**src/rv32x_pkg.sv**
```systemverilog
// Shared constants, types and helpers for the RV32I execute unit.
`default_nettype none
package rv32x_pkg;

	localparam int MEM_ADDR_BITS_DEF = 16;

	// Operation codes
	localparam logic [5:0] OP_ADD    = 6'd0;
	localparam logic [5:0] OP_SUB    = 6'd1;
	localparam logic [5:0] OP_AND    = 6'd2;
	localparam logic [5:0] OP_OR     = 6'd3;
	localparam logic [5:0] OP_XOR    = 6'd4;
	localparam logic [5:0] OP_SLL    = 6'd5;
	localparam logic [5:0] OP_SRL    = 6'd6;
	localparam logic [5:0] OP_SRA    = 6'd7;
	localparam logic [5:0] OP_SLT    = 6'd8;
	localparam logic [5:0] OP_SLTU   = 6'd9;
	localparam logic [5:0] OP_SLLI   = 6'd10;
	localparam logic [5:0] OP_SRLI   = 6'd11;
	localparam logic [5:0] OP_SRAI   = 6'd12;
	localparam logic [5:0] OP_ADDI   = 6'd13;
	localparam logic [5:0] OP_ANDI   = 6'd14;
	localparam logic [5:0] OP_ORI    = 6'd15;
	localparam logic [5:0] OP_XORI   = 6'd16;
	localparam logic [5:0] OP_SLTI   = 6'd17;
	localparam logic [5:0] OP_SLTIU  = 6'd18;
	localparam logic [5:0] OP_LB     = 6'd19;
	localparam logic [5:0] OP_LBU    = 6'd20;
	localparam logic [5:0] OP_LH     = 6'd21;
	localparam logic [5:0] OP_LHU    = 6'd22;
	localparam logic [5:0] OP_LW     = 6'd23;
	localparam logic [5:0] OP_JALR   = 6'd24;
	localparam logic [5:0] OP_EBREAK = 6'd25;
	localparam logic [5:0] OP_ECALL  = 6'd26;
	localparam logic [5:0] OP_SB     = 6'd27;
	localparam logic [5:0] OP_SH     = 6'd28;
	localparam logic [5:0] OP_SW     = 6'd29;
	localparam logic [5:0] OP_BEQ    = 6'd30;
	localparam logic [5:0] OP_BGE    = 6'd31;
	localparam logic [5:0] OP_BGEU   = 6'd32;
	localparam logic [5:0] OP_BLT    = 6'd33;
	localparam logic [5:0] OP_BLTU   = 6'd34;
	localparam logic [5:0] OP_BNE    = 6'd35;
	localparam logic [5:0] OP_JAL    = 6'd36;
	localparam logic [5:0] OP_AUIPC  = 6'd37;
	localparam logic [5:0] OP_LUI    = 6'd38;

	// Exit instruction: addi a0, x0, 255
	localparam logic [4:0]  EXIT_REG = 5'd10;
	localparam logic [31:0] EXIT_IMM = 32'h0000_00FF;

	// Access size in bytes
	localparam logic [2:0] SZ_BYTE = 3'd1;
	localparam logic [2:0] SZ_HALF = 3'd2;
	localparam logic [2:0] SZ_WORD = 3'd4;

	// Execute results for one instruction
	typedef struct packed {
		logic        bad;
		logic        is_exit;
		logic        wr;
		logic [31:0] val;
		logic [31:0] npc;
		logic        is_load;
		logic        is_store;
		logic [2:0]  size;
		logic [31:0] addr;
	} exec_res_t;

	// Shape loaded bytes into the register value
	function automatic logic [31:0] load_fmt(input logic [5:0] op, input logic [31:0] w);
		logic [31:0] r;
		begin
			case (op)
				OP_LB:   r = {{24{w[7]}}, w[7:0]};
				OP_LBU:  r = {24'd0, w[7:0]};
				OP_LH:   r = {{16{w[15]}}, w[15:0]};
				OP_LHU:  r = {16'd0, w[15:0]};
				default: r = w;
			endcase
			return r;
		end
	endfunction

endpackage
`default_nettype wire

```
**src/rv32x_regfile.sv**
```systemverilog
// Register file: 32x32 synchronous memory with two read ports and reset valid bits.
`default_nettype none
module rv32x_regfile
	import rv32x_pkg::*;
(
	input  wire logic        clk,
	input  wire logic        arst_n,
	input  wire logic        re,
	input  wire logic [4:0]  raddr_a,
	input  wire logic [4:0]  raddr_b,
	input  wire logic        we,
	input  wire logic [4:0]  waddr,
	input  wire logic [31:0] wdata,
	output logic [31:0]      rdata_a,
	output logic [31:0]      rdata_b
);

	logic [31:0] mem [32];
	logic [31:0] vld_q;
	logic [31:0] rd_a_q, rd_b_q, byp_val_q;
	logic        vld_a_q, vld_b_q, byp_a_q, byp_b_q;

	// storage and read data
	always_ff @(posedge clk) begin
		if (we) mem[waddr] <= wdata;
		if (re) begin
			rd_a_q <= mem[raddr_a];
			rd_b_q <= mem[raddr_b];
			byp_val_q <= wdata;
		end
	end

	// valid bits and bypass flags
	always_ff @(posedge clk or negedge arst_n) begin
		if (!arst_n) begin
			vld_q   <= '0;
			vld_a_q <= 1'b0;
			vld_b_q <= 1'b0;
			byp_a_q <= 1'b0;
			byp_b_q <= 1'b0;
		end else begin
			if (we) vld_q[waddr] <= 1'b1;
			if (re) begin
				vld_a_q <= vld_q[raddr_a];
				vld_b_q <= vld_q[raddr_b];
				byp_a_q <= we && (waddr == raddr_a);
				byp_b_q <= we && (waddr == raddr_b);
			end
		end
	end

	assign rdata_a = byp_a_q ? byp_val_q : (vld_a_q ? rd_a_q : 32'd0);
	assign rdata_b = byp_b_q ? byp_val_q : (vld_b_q ? rd_b_q : 32'd0);

endmodule
`default_nettype wire

```
**config.mk**
```make
export PLATFORM = sky130hd
export DESIGN_NAME = rv32x_regfile
export DESIGN_NICKNAME = d
export VERILOG_FILES = /design/src/rv32x_pkg.sv /design/src/rv32x_regfile.sv
export SDC_FILE = /design/constraint.sdc
export NUM_CORES = 1
export LEC_CHECK = 0
export BUFFER_PORTS_ARGS = -buffer_cell sky130_fd_sc_hd__buf_4
export CAP_MARGIN = 10
export CORE_MARGIN = 5
export CORE_UTILIZATION = 60
export CTS_CLUSTER_SIZE = 30
export DETAILED_ROUTE_END_ITERATION = 10
export MAX_ROUTING_LAYER = met4
export PLACE_DENSITY_LB_ADDON = 0.05
export SETUP_SLACK_MARGIN = 0.15
export SLEW_MARGIN = 20
export SYNTH_ARGS = -nofsm -noshare
export SYNTH_HDL_FRONTEND = slang
export SYNTH_SLANG_ARGS = --single-unit
```
**constraint.sdc**
```tcl
create_clock -name clk -period 3.2 [get_ports clk]
set_input_delay 0.96 -clock clk [delete_from_list [all_inputs] [get_ports clk]]
set_output_delay 0.96 -clock clk [all_outputs]
set_load 0.01 [all_outputs]
```
==> results.yml <==
sta:
  finalHoldViolations: 0
  finClkSkew_ns: 0.0368
  timing.setup.tns_ns: 0
  worst_slew_pin_slew_ns: 0.995
  finalCritPeriodShare_pct: 95.8
  rsz0062_at_grt: "true"
  setup_viol: 0
  slew_headroom_pct: 33.6
  min_period_ns: 3.07
  fmax_ghz: 0.326
  slew_violations: 0
worst_setup_path:
  path_max_fanout: 21
  slowest_delay_ns: 0.41
  worstPathRequired_ns: 2.24
  worst_path_max_delay_cell: "dfrtp_1"
  start_kind: "flop"
  arrival_ns: 2.11
  crit_chain: "nor2b_4 -> buf_12 -> a22o_1 -> buf_4"
  setup.worst_path.class: "flop to output port"
  end_kind: "output port"
die:
  initial_core_util_pct: 60.3
  core_area_sq_um: 86600
  die_area_sq_um: 93000
  die-height_um: 305
  io_pins: 115
  die_x_um: 305
  rows: 108
yosys:
  synth_cells: 2289
  synthTopCellsByCount: "1,120 x edfxtp_1, 640 x mux4_2, 95 x clkbuf_1"
  synth_top_family_by_area: "multiplexers"
  netlist.area_leader.share_pct: 64.4
  synth_edf_count: 1120
  synth-compound-area-share_pct: 1.41
  synth.net_count: 2340
  ys_seq_elements: 1156
  synthArstFlopShare_pct: 3.11
  yosysMostFrequentCell: "edfxtp_1"
  synth_adder_area_share_pct: 0
  netlist_top_cells_area: "edfxtp_1 64%, mux4_2 28%, dfrtp_1 1.7%"
  synth_ff_type: "edfxtp_1"
  synth_top_cell_by_area: "edfxtp_1"
  syn_avg_cell_area_sq_um: 22.8
  muxShareOfSynthArea_pct: 29.6
  synth_area_sq_um: 52200
  synth_xor_area_share_pct: 0.117
  yosys_warnings: 0
  synth-simple-area-share_pct: 1.17
  ys_seq_area_share_pct: 66.1
  yosysUniqueCellTypes: 37
place:
  dp_cells: 3563
  portBuffers: 114
  place_congestion: 0.893
  dp_hpwl_um: 85400
detailed_routing:
  firstDrtPassIters: 5
  drc_errors: 0
  first_iter_violations: 3794
  ant_nets: 0
  via_per_inst: 7.33
  drt-wirelength-per-cell_um: 38.5
  wirelength_um: 146000
  via_count: 27800
clock_tree:
  cts_buffer_depth: 3
  cts_tree: "yes"
  cts_inserted_buffers: 116
  path_clk_slew_ns: 0.06
  worstSkewPairLatency_ns: 0.70
  cts_root_buf: "clkbuf_16"
  cts.sinks: 1156
  h-tree-depth: 3
run_status:
  outcome: "completed"
cells_and_area:
  multiInputGateArea_sq_um: 17100
  area_growth_pct: 15.7
  nFillCells: 5183
  final_nets: 2578
  regArea_sq_um: 34500
  drive_gt1_share_pct: 47.6
  instances_no_fill: 3788
grt:
  use_met1_pct: 45.4
  grt_pass1_wl_um: 210000
  met3_usage_pct: 5.88
  antenna_found_initial: 5
  grt_pass1_vias: 28800
  gr-total-overflow: 0
  grtUsageTotal_pct: 32.7
  grt-busiest-layer: "met2"
  grt.met2_usage_pct: 51.9
  grt_max_degree: 59
pwr:
  leakage_nw: 19.5
  power.density_nw_per_um2: 571
  ir_worst_vdd_uv: 561
run:
  max_cap_violations: 0
hold_path:
  min_path_type: "input port to async pin"
registers in the layout, summed over array words and instances (netlist names):
name / cells
mem: 1024
rd_b_q: 32
rd_a_q: 32
vld_a_q: 1
byp_val_q: 32
byp_b_q: 1
vld_q: 32
byp_a_q: 1
vld_b_q: 1
final cells by class:
cell class / instances / area share [%]
multi-input cells: 950 / 28.4
clock inverters: 72 / 1.43
inverters: 6 / 0.0373
diodes: 4 / 0.0166
flip-flops and latches: 1156 / 57.2
repair buffers: 297 / 5.47
clock buffers: 148 / 5.11
well taps: 1155 / 2.39
metrics by stage:
| step | power, mW | setup WS (ns) | area (sq um) | hold WS, ns | util (%) |
|---|---|---|---|---|---|
| 4_1_cts | 34.6 | 0.122 | 60400 | 0.207 | 69.7 |
| 2_1_floorplan | 19.3 | -0.363 | 52200 | 0.455 | - |
| 3_3_place_gp | 20.7 | -0.0551 | 56400 | 0.476 | 65.1 |
| 3_5_place_dp | 20.8 | -0.0667 | 56400 | 0.481 | 65.1 |
| 5_1_grt | 35.5 | 0.125 | 60400 | 0.252 | 69.7 |
| 6_report | 34.5 | 0.133 | 60400 | 0.237 | 69.7 |
worst paths after layout:
check / start / end / slack [ns] / cells past startpoint
hold / removal: arst_n / vld_q[14] / 0.24 / 1
setup reg to reg: mem[11][27] / rd_b_q[27] / 1.21 / 3
min in group clk: vld_q[2] / vld_q[2] / 0.50 / 1
max in group asynchronous: arst_n / byp_b_q / 2.60 / 1
hold reg to reg: vld_q[2] / vld_q[2] / 0.50 / 1
setup / recovery: vld_b_q / rdata_b[5] / 0.13 / 4
placed cells by master, fill, tap and decap left out, drive strengths merged, types with 3 or more instances in the layout:
master	instances
edfxtp	1120
buf	297
xnor2	6
dfrtp	36
nor2b	6
a22o	62
or2	32
a22oi	4
bufinv	18
o21ai	3
mux2	64
nor2	37
nand2	14
nand3b	5
inv	9
mux2i	30
mux4	640
and3	4
diode	4
clkbuf	148
nand3	9
clkinv	48
nand2b	4
a21oi	10
clkinvlp	3
critical path, delay by kind of cell (launching register included):
kind / cells / cell delay, ns
flops: 1 / 0.41
buf+inv: 2 / 0.43
simple gates: 1 / 0.28
compound gates: 1 / 0.29
timing repair:
| action | CTS | global route |
|---|---|---|
| resized for setup | 9 | 3 |
| hold buffers | 0 | 0 |
| setup buffers | 1 | 0 |
| endpoints found under the setup margin | 26 | 11 |
cells by family after synthesis:
family	Yosys count
flip-flops	1156
buffers and inverters	183
XOR/XNOR	7
multiplexers	734
AO/OA/AOI/OAI	91
AND/OR/NAND/NOR	118
where the power goes:
group          switching [mW]  internal [mW]
combinational            1.65           1.61
clock                    5.73           8.26
sequential              0.219           17.0
layer usage:
| layer | wire [um] | vias to the layer above |
|---|---|---|
| met4 | 4080 | 0 |
| met3 | 15100 | 268 |
| li1 | - | 10700 |
| met2 | 73300 | 1742 |
| met5 | 0 | - |
| met1 | 53200 | 15100 |
No activity file was read; power rests on OpenSTA's default activity.
