### src/rv32x_pkg.sv
// Shared constants, types and helpers for the RV32I execute unit.
`default_nettype none
package rv32x_pkg;

	localparam int MEM_ADDR_BITS_DEF = 16;

	// Operation codes
	localparam logic [5:0] OP_ADD    = 6'd0;
	localparam logic [5:0] OP_SUB    = 6'd1;
	localparam logic [5:0] OP_AND    = 6'd2;
	localparam logic [5:0] OP_OR     = 6'd3;
	localparam logic [5:0] OP_XOR    = 6'd4;
	localparam logic [5:0] OP_SLL    = 6'd5;
	localparam logic [5:0] OP_SRL    = 6'd6;
	localparam logic [5:0] OP_SRA    = 6'd7;
	localparam logic [5:0] OP_SLT    = 6'd8;
	localparam logic [5:0] OP_SLTU   = 6'd9;
	localparam logic [5:0] OP_SLLI   = 6'd10;
	localparam logic [5:0] OP_SRLI   = 6'd11;
	localparam logic [5:0] OP_SRAI   = 6'd12;
	localparam logic [5:0] OP_ADDI   = 6'd13;
	localparam logic [5:0] OP_ANDI   = 6'd14;
	localparam logic [5:0] OP_ORI    = 6'd15;
	localparam logic [5:0] OP_XORI   = 6'd16;
	localparam logic [5:0] OP_SLTI   = 6'd17;
	localparam logic [5:0] OP_SLTIU  = 6'd18;
	localparam logic [5:0] OP_LB     = 6'd19;
	localparam logic [5:0] OP_LBU    = 6'd20;
	localparam logic [5:0] OP_LH     = 6'd21;
	localparam logic [5:0] OP_LHU    = 6'd22;
	localparam logic [5:0] OP_LW     = 6'd23;
	localparam logic [5:0] OP_JALR   = 6'd24;
	localparam logic [5:0] OP_EBREAK = 6'd25;
	localparam logic [5:0] OP_ECALL  = 6'd26;
	localparam logic [5:0] OP_SB     = 6'd27;
	localparam logic [5:0] OP_SH     = 6'd28;
	localparam logic [5:0] OP_SW     = 6'd29;
	localparam logic [5:0] OP_BEQ    = 6'd30;
	localparam logic [5:0] OP_BGE    = 6'd31;
	localparam logic [5:0] OP_BGEU   = 6'd32;
	localparam logic [5:0] OP_BLT    = 6'd33;
	localparam logic [5:0] OP_BLTU   = 6'd34;
	localparam logic [5:0] OP_BNE    = 6'd35;
	localparam logic [5:0] OP_JAL    = 6'd36;
	localparam logic [5:0] OP_AUIPC  = 6'd37;
	localparam logic [5:0] OP_LUI    = 6'd38;

	// Exit instruction: addi a0, x0, 255
	localparam logic [4:0]  EXIT_REG = 5'd10;
	localparam logic [31:0] EXIT_IMM = 32'h0000_00FF;

	// Access size in bytes
	localparam logic [2:0] SZ_BYTE = 3'd1;
	localparam logic [2:0] SZ_HALF = 3'd2;
	localparam logic [2:0] SZ_WORD = 3'd4;

	// Execute results for one instruction
	typedef struct packed {
		logic        bad;
		logic        is_exit;
		logic        wr;
		logic [31:0] val;
		logic [31:0] npc;
		logic        is_load;
		logic        is_store;
		logic [2:0]  size;
		logic [31:0] addr;
	} exec_res_t;

	// Shape loaded bytes into the register value
	function automatic logic [31:0] load_fmt(input logic [5:0] op, input logic [31:0] w);
		logic [31:0] r;
		begin
			case (op)
				OP_LB:   r = {{24{w[7]}}, w[7:0]};
				OP_LBU:  r = {24'd0, w[7:0]};
				OP_LH:   r = {{16{w[15]}}, w[15:0]};
				OP_LHU:  r = {16'd0, w[15:0]};
				default: r = w;
			endcase
			return r;
		end
	endfunction

endpackage
`default_nettype wire

### src/rv32x_exec.sv
// Execute logic: ALU, branch decision, next pc and memory request of one instruction.
`default_nettype none
module rv32x_exec
	import rv32x_pkg::*;
(
	input  wire logic [5:0]  func,
	input  wire logic [4:0]  dest_index,
	input  wire logic [4:0]  src1_index,
	input  wire logic [31:0] imm,
	input  wire logic [31:0] a,
	input  wire logic [31:0] b,
	input  wire logic [31:0] pc,
	output exec_res_t        res
);

	logic [31:0] addr, pc4, pcimm;
	logic        take, slt_ab, sltu_ab;

	assign addr    = a + imm;
	assign pc4     = pc + 32'd4;
	assign pcimm   = pc + imm;
	assign slt_ab  = $signed(a) < $signed(b);
	assign sltu_ab = a < b;

	always_comb begin
		res          = '0;
		res.bad      = func > OP_LUI;
		res.is_exit  = (func == OP_ADDI) && (dest_index == EXIT_REG)
		               && (src1_index == 5'd0) && (imm == EXIT_IMM);
		res.addr     = addr;
		res.npc      = pc4;
		res.size     = SZ_BYTE;
		take         = 1'b0;
		res.wr       = 1'b1;
		case (func)
			OP_ADD:   res.val = a + b;
			OP_SUB:   res.val = a - b;
			OP_AND:   res.val = a & b;
			OP_OR:    res.val = a | b;
			OP_XOR:   res.val = a ^ b;
			OP_SLL:   res.val = a << b[4:0];
			OP_SRL:   res.val = a >> b[4:0];
			OP_SRA:   res.val = 32'($signed(a) >>> b[4:0]);
			OP_SLT:   res.val = {31'd0, slt_ab};
			OP_SLTU:  res.val = {31'd0, sltu_ab};
			OP_SLLI:  res.val = a << imm[4:0];
			OP_SRLI:  res.val = a >> imm[4:0];
			OP_SRAI:  res.val = 32'($signed(a) >>> imm[4:0]);
			OP_ADDI:  res.val = addr;
			OP_ANDI:  res.val = a & imm;
			OP_ORI:   res.val = a | imm;
			OP_XORI:  res.val = a ^ imm;
			OP_SLTI:  res.val = {31'd0, $signed(a) < $signed(imm)};
			OP_SLTIU: res.val = {31'd0, a < imm};
			OP_LB, OP_LBU: res.is_load = 1'b1;
			OP_LH, OP_LHU: begin
				res.is_load = 1'b1;
				res.size    = SZ_HALF;
			end
			OP_LW: begin
				res.is_load = 1'b1;
				res.size    = SZ_WORD;
			end
			OP_JALR: begin
				res.val = pc4;
				res.npc = {addr[31:1], 1'b0};
			end
			OP_EBREAK, OP_ECALL: res.wr = 1'b0;
			OP_SB: begin
				res.wr = 1'b0;
				res.is_store = 1'b1;
			end
			OP_SH: begin
				res.wr = 1'b0;
				res.is_store = 1'b1;
				res.size = SZ_HALF;
			end
			OP_SW: begin
				res.wr = 1'b0;
				res.is_store = 1'b1;
				res.size = SZ_WORD;
			end
			OP_BEQ:  begin res.wr = 1'b0; take = (a == b); end
			OP_BGE:  begin res.wr = 1'b0; take = !slt_ab; end
			OP_BGEU: begin res.wr = 1'b0; take = !sltu_ab; end
			OP_BLT:  begin res.wr = 1'b0; take = slt_ab; end
			OP_BLTU: begin res.wr = 1'b0; take = sltu_ab; end
			OP_BNE:  begin res.wr = 1'b0; take = (a != b); end
			OP_JAL: begin
				res.val = pc4;
				res.npc = pcimm;
			end
			OP_AUIPC: res.val = pcimm;
			default:  res.val = imm;
		endcase
		if (take) res.npc = pcimm;
	end

endmodule
`default_nettype wire

### config.mk
export PLATFORM = sky130hd
export DESIGN_NAME = rv32x_exec
export DESIGN_NICKNAME = d
export VERILOG_FILES = /design/src/rv32x_pkg.sv /design/src/rv32x_exec.sv
export SDC_FILE = /design/constraint.sdc
export NUM_CORES = 1
export LEC_CHECK = 0
export BUFFER_PORTS_ARGS = -buffer_cell sky130_fd_sc_hd__buf_2
export CAP_MARGIN = 20
export CORE_MARGIN = 2
export CORE_UTILIZATION = 30
export DETAILED_ROUTE_END_ITERATION = 16
export MAX_ROUTING_LAYER = met4
export SETUP_SLACK_MARGIN = 0.5
export SLEW_MARGIN = 10
export SYNTH_ARGS = -nofsm -noshare
export SYNTH_HDL_FRONTEND = slang
export SYNTH_SLANG_ARGS = --single-unit
### constraint.sdc
create_clock -name vclk -period 4.83
set_input_delay 0.483 -clock vclk [all_inputs]
set_output_delay 0.483 -clock vclk [all_outputs]
set_load 0.02 [all_outputs]
==> summary.txt <==
Status
  – Outcome: finished, final reports clean

Yosys
  – Simple-Gate Fraction of Synth Area: between 20% and 30%
  – Post-Synthesis Cells: approximately 2700
  – Post-synthesis sequential area ratio: 0%
  – Adder and majority gate portion of the synthesized area: about an eighth
  – Ys Warns: 0
  – Mux cell area share after synthesis: around 14%
  – Top-area cell type share of the netlist area: between 10% and 20%
  – Cell area after synthesis: approximately 17000 sq um
  – Post-synthesis compound-gate area fraction: 35.9%
  – Largest family of logic cells by synthesized area: compound AO/OA/AOI/OAI gates
  – Top cell type by total area after synthesis: ha_1
  – Area contributors post-synth: ha_1 (11%), mux2i_1 (10%), a21oi_1 (7.5%), nand2_1 (6.8%), nor2_1 (5.3%)
  – Syn Area/Cell: ~6.4 sq um
  – Count of different cell masters after synthesis: slightly below 90
  – Post-synth net total: approximately 3000
  – Xor and xnor area share after synthesis: under 10%

STA
  – Worst slew pin tran: 0.950 ns
  – Max Fclk: between 200 and 250 MHz
  – Max_slew headroom: a little over a third
  – Fin. max-slew vios: 0
  – Fin. Hold Viols: 0
  – Final Cycle Share: between 90% and 100%
  – Tmin final: 4.43 ns
  – Setup-failing EPs final: 0
  – RSZ-0062 raised after global routing: yes

Critical path
  – CP max FO: 8
  – Critical path depth in cells: 14
  – Setup CP Type: in2out
  – WP buf/inv: 4
  – Critical path startpoint category: input pin
  – Critical Path Start: func[2]
  – Worst EP required: around 4.4 ns
  – CP max stage delay: 0.52 ns
  – CP Cell Sequence: buf_6, nor4b_4, and2_4, mux2i_4, buf_12, buf_16, mux4_2, a221oi_2, nor2_1, nor4_2, o221ai_2, a221o_1, o32a_1, buf_6
  – CP most frequent cell: buf_6
  – Worst Setup EP: res[100]
  – CP delay by family, top: simple AND/OR/NAND/NOR gates
  – Critical path arrival: 3.95 ns
  – Crit-path slowest cell: mux4_2
  – Crit path capture type: output port

Global route
  – Antenna violations before repair: 3
  – Vias in the first global route: around 24000
  – First-pass GRT wire length: 167000 um
  – Tot GR Track Use: roughly two fifths
  – Total congestion overflow: 0
  – Pin count of the biggest net entering global routing: 34

Finish
  – Area Overhead vs Synth: 40.2%
  – Most frequent cells in the layout: buf_4 (458), nand2_1 (308), a21oi_1 (242), nor2_1 (235), buf_2 (222)
  – Commonest non-fill, non-tap cell in the layout: buf_4
  – Share of layout cells above drive strength 1: a little under a third
  – Final core occ: 42.4%
  – Clock buffers: 0
  – Reg area: 0 sq um
  – Seq_cells: 0
  – Final nets: ~3500

Detailed routing
  – Mean number of vias per cell: about 6.4
  – DRT Pass-1 Iters: 6
  – Vias: 25600
  – Wire per inst: 30.1 um
  – Final WL: about 120000 um
  – # DRC: 0
  – Post-route antenna net violation count: 0
  – 1st-iter DRT viols: 3416

Placed design
  – Port bufs: roughly 250
  – RePlAce Congestion: 1.13
  – Detailed-placement wirelength estimate: just under 100000 um

Floorplan
  – FP Rows: between 80 and 90
  – Starting density of the core: about 30%
  – Core area: 57600 sq um
  – I/O pins: ~250
  – Die area: approximately 60000 sq um
  – Die W: 245 um
  – Die extent in y: between 200 and 250 um

Hold path
  – Worst hold stages: 3
  – Worst hold path type: in2out

Clock network
  – Hold buffers post-CTS: 0

Job
  – Max Cap Viol: 0
[synthesized netlist by cell type (36+ instances only)]
cell and number:
a211oi_1 41, nand3_1 91, nand2_1 314, nor3_1 44
mux2i_1 179, o22ai_1 45, a21oi_1 260, clkbuf_1 158
ha_1 158, o21ai_0 184, a221oi_1 36, inv_1 148
xor2_1 48, nor2_1 248, xnor2_1 85, a21o_1 43
[kinds of logic (layout without fill, tap and decap cells)]
logic type	after synthesis	in the layout
adders and majority gates	162	162
xor gates and xnor gates	133	133
AOI/OAI and AO/OA	950	950
and+or+nand+nor	883	883
buffers and inverters	363	885
other	0	3
muxes	215	215
[metal layers]
layer / global-route usage (%) / routed length [um] / vias to the layer above
met1: 50.7 / 47800 / 12200
met2: 57.3 / 50400 / 1872
li1: - / - / 11100
met4: 19.0 / 7900 / 0
met3: 6.48 / 14100 / 418
met5: - / 0 / -
[cell type report]
cell class	instances	area, sq um
antenna	3	7.51
fill	6118	33100
inverter	152	577
multi-input combinational	2343	17500
tap	765	957
timing repair buffer	733	5440
[how the worst min path moves through the flow]
stage | start | end | slack (ns)
2_1_floorplan | src1_index[4] | res[102] | 1.14
3_3_place_gp | src1_index[4] | res[102] | 1.37
3_5_place_dp | src1_index[2] | res[102] | 1.36
4_1_cts | src1_index[2] | res[102] | 1.36
5_1_grt | func[5] | res[103] | 1.37
6_report | func[5] | res[103] | 1.36
[through the flow]
step | TNS [ns] | hold slack (ns) | instances | setup slack, ns | area [sq um]
after floorplan | 0 | 1.14 | 2706 | 0.569 | 17500
after global placement | -0.161 | 1.37 | 3901 | -0.0820 | 22000
after detailed placement | -0.268 | 1.36 | 3901 | -0.115 | 22000
after CTS | 0 | 1.36 | 3933 | 0.435 | 22900
after global routing | 0 | 1.37 | 3995 | 0.349 | 24400
final | 0 | 1.36 | 3996 | 0.402 | 24400
[what timing repair did]
action,in CTS,in global routing
gates cloned,0,5
resized for setup,129,221
pin swaps,42,82
setup endpoints to repair,62,61
buffers inserted,32,54
hold endpoints to repair,0,0
[tightest hold or removal path, stage by stage]
cell      delay (ns)
buf_6           0.11
a21boi_0        0.13
buf_2           0.16
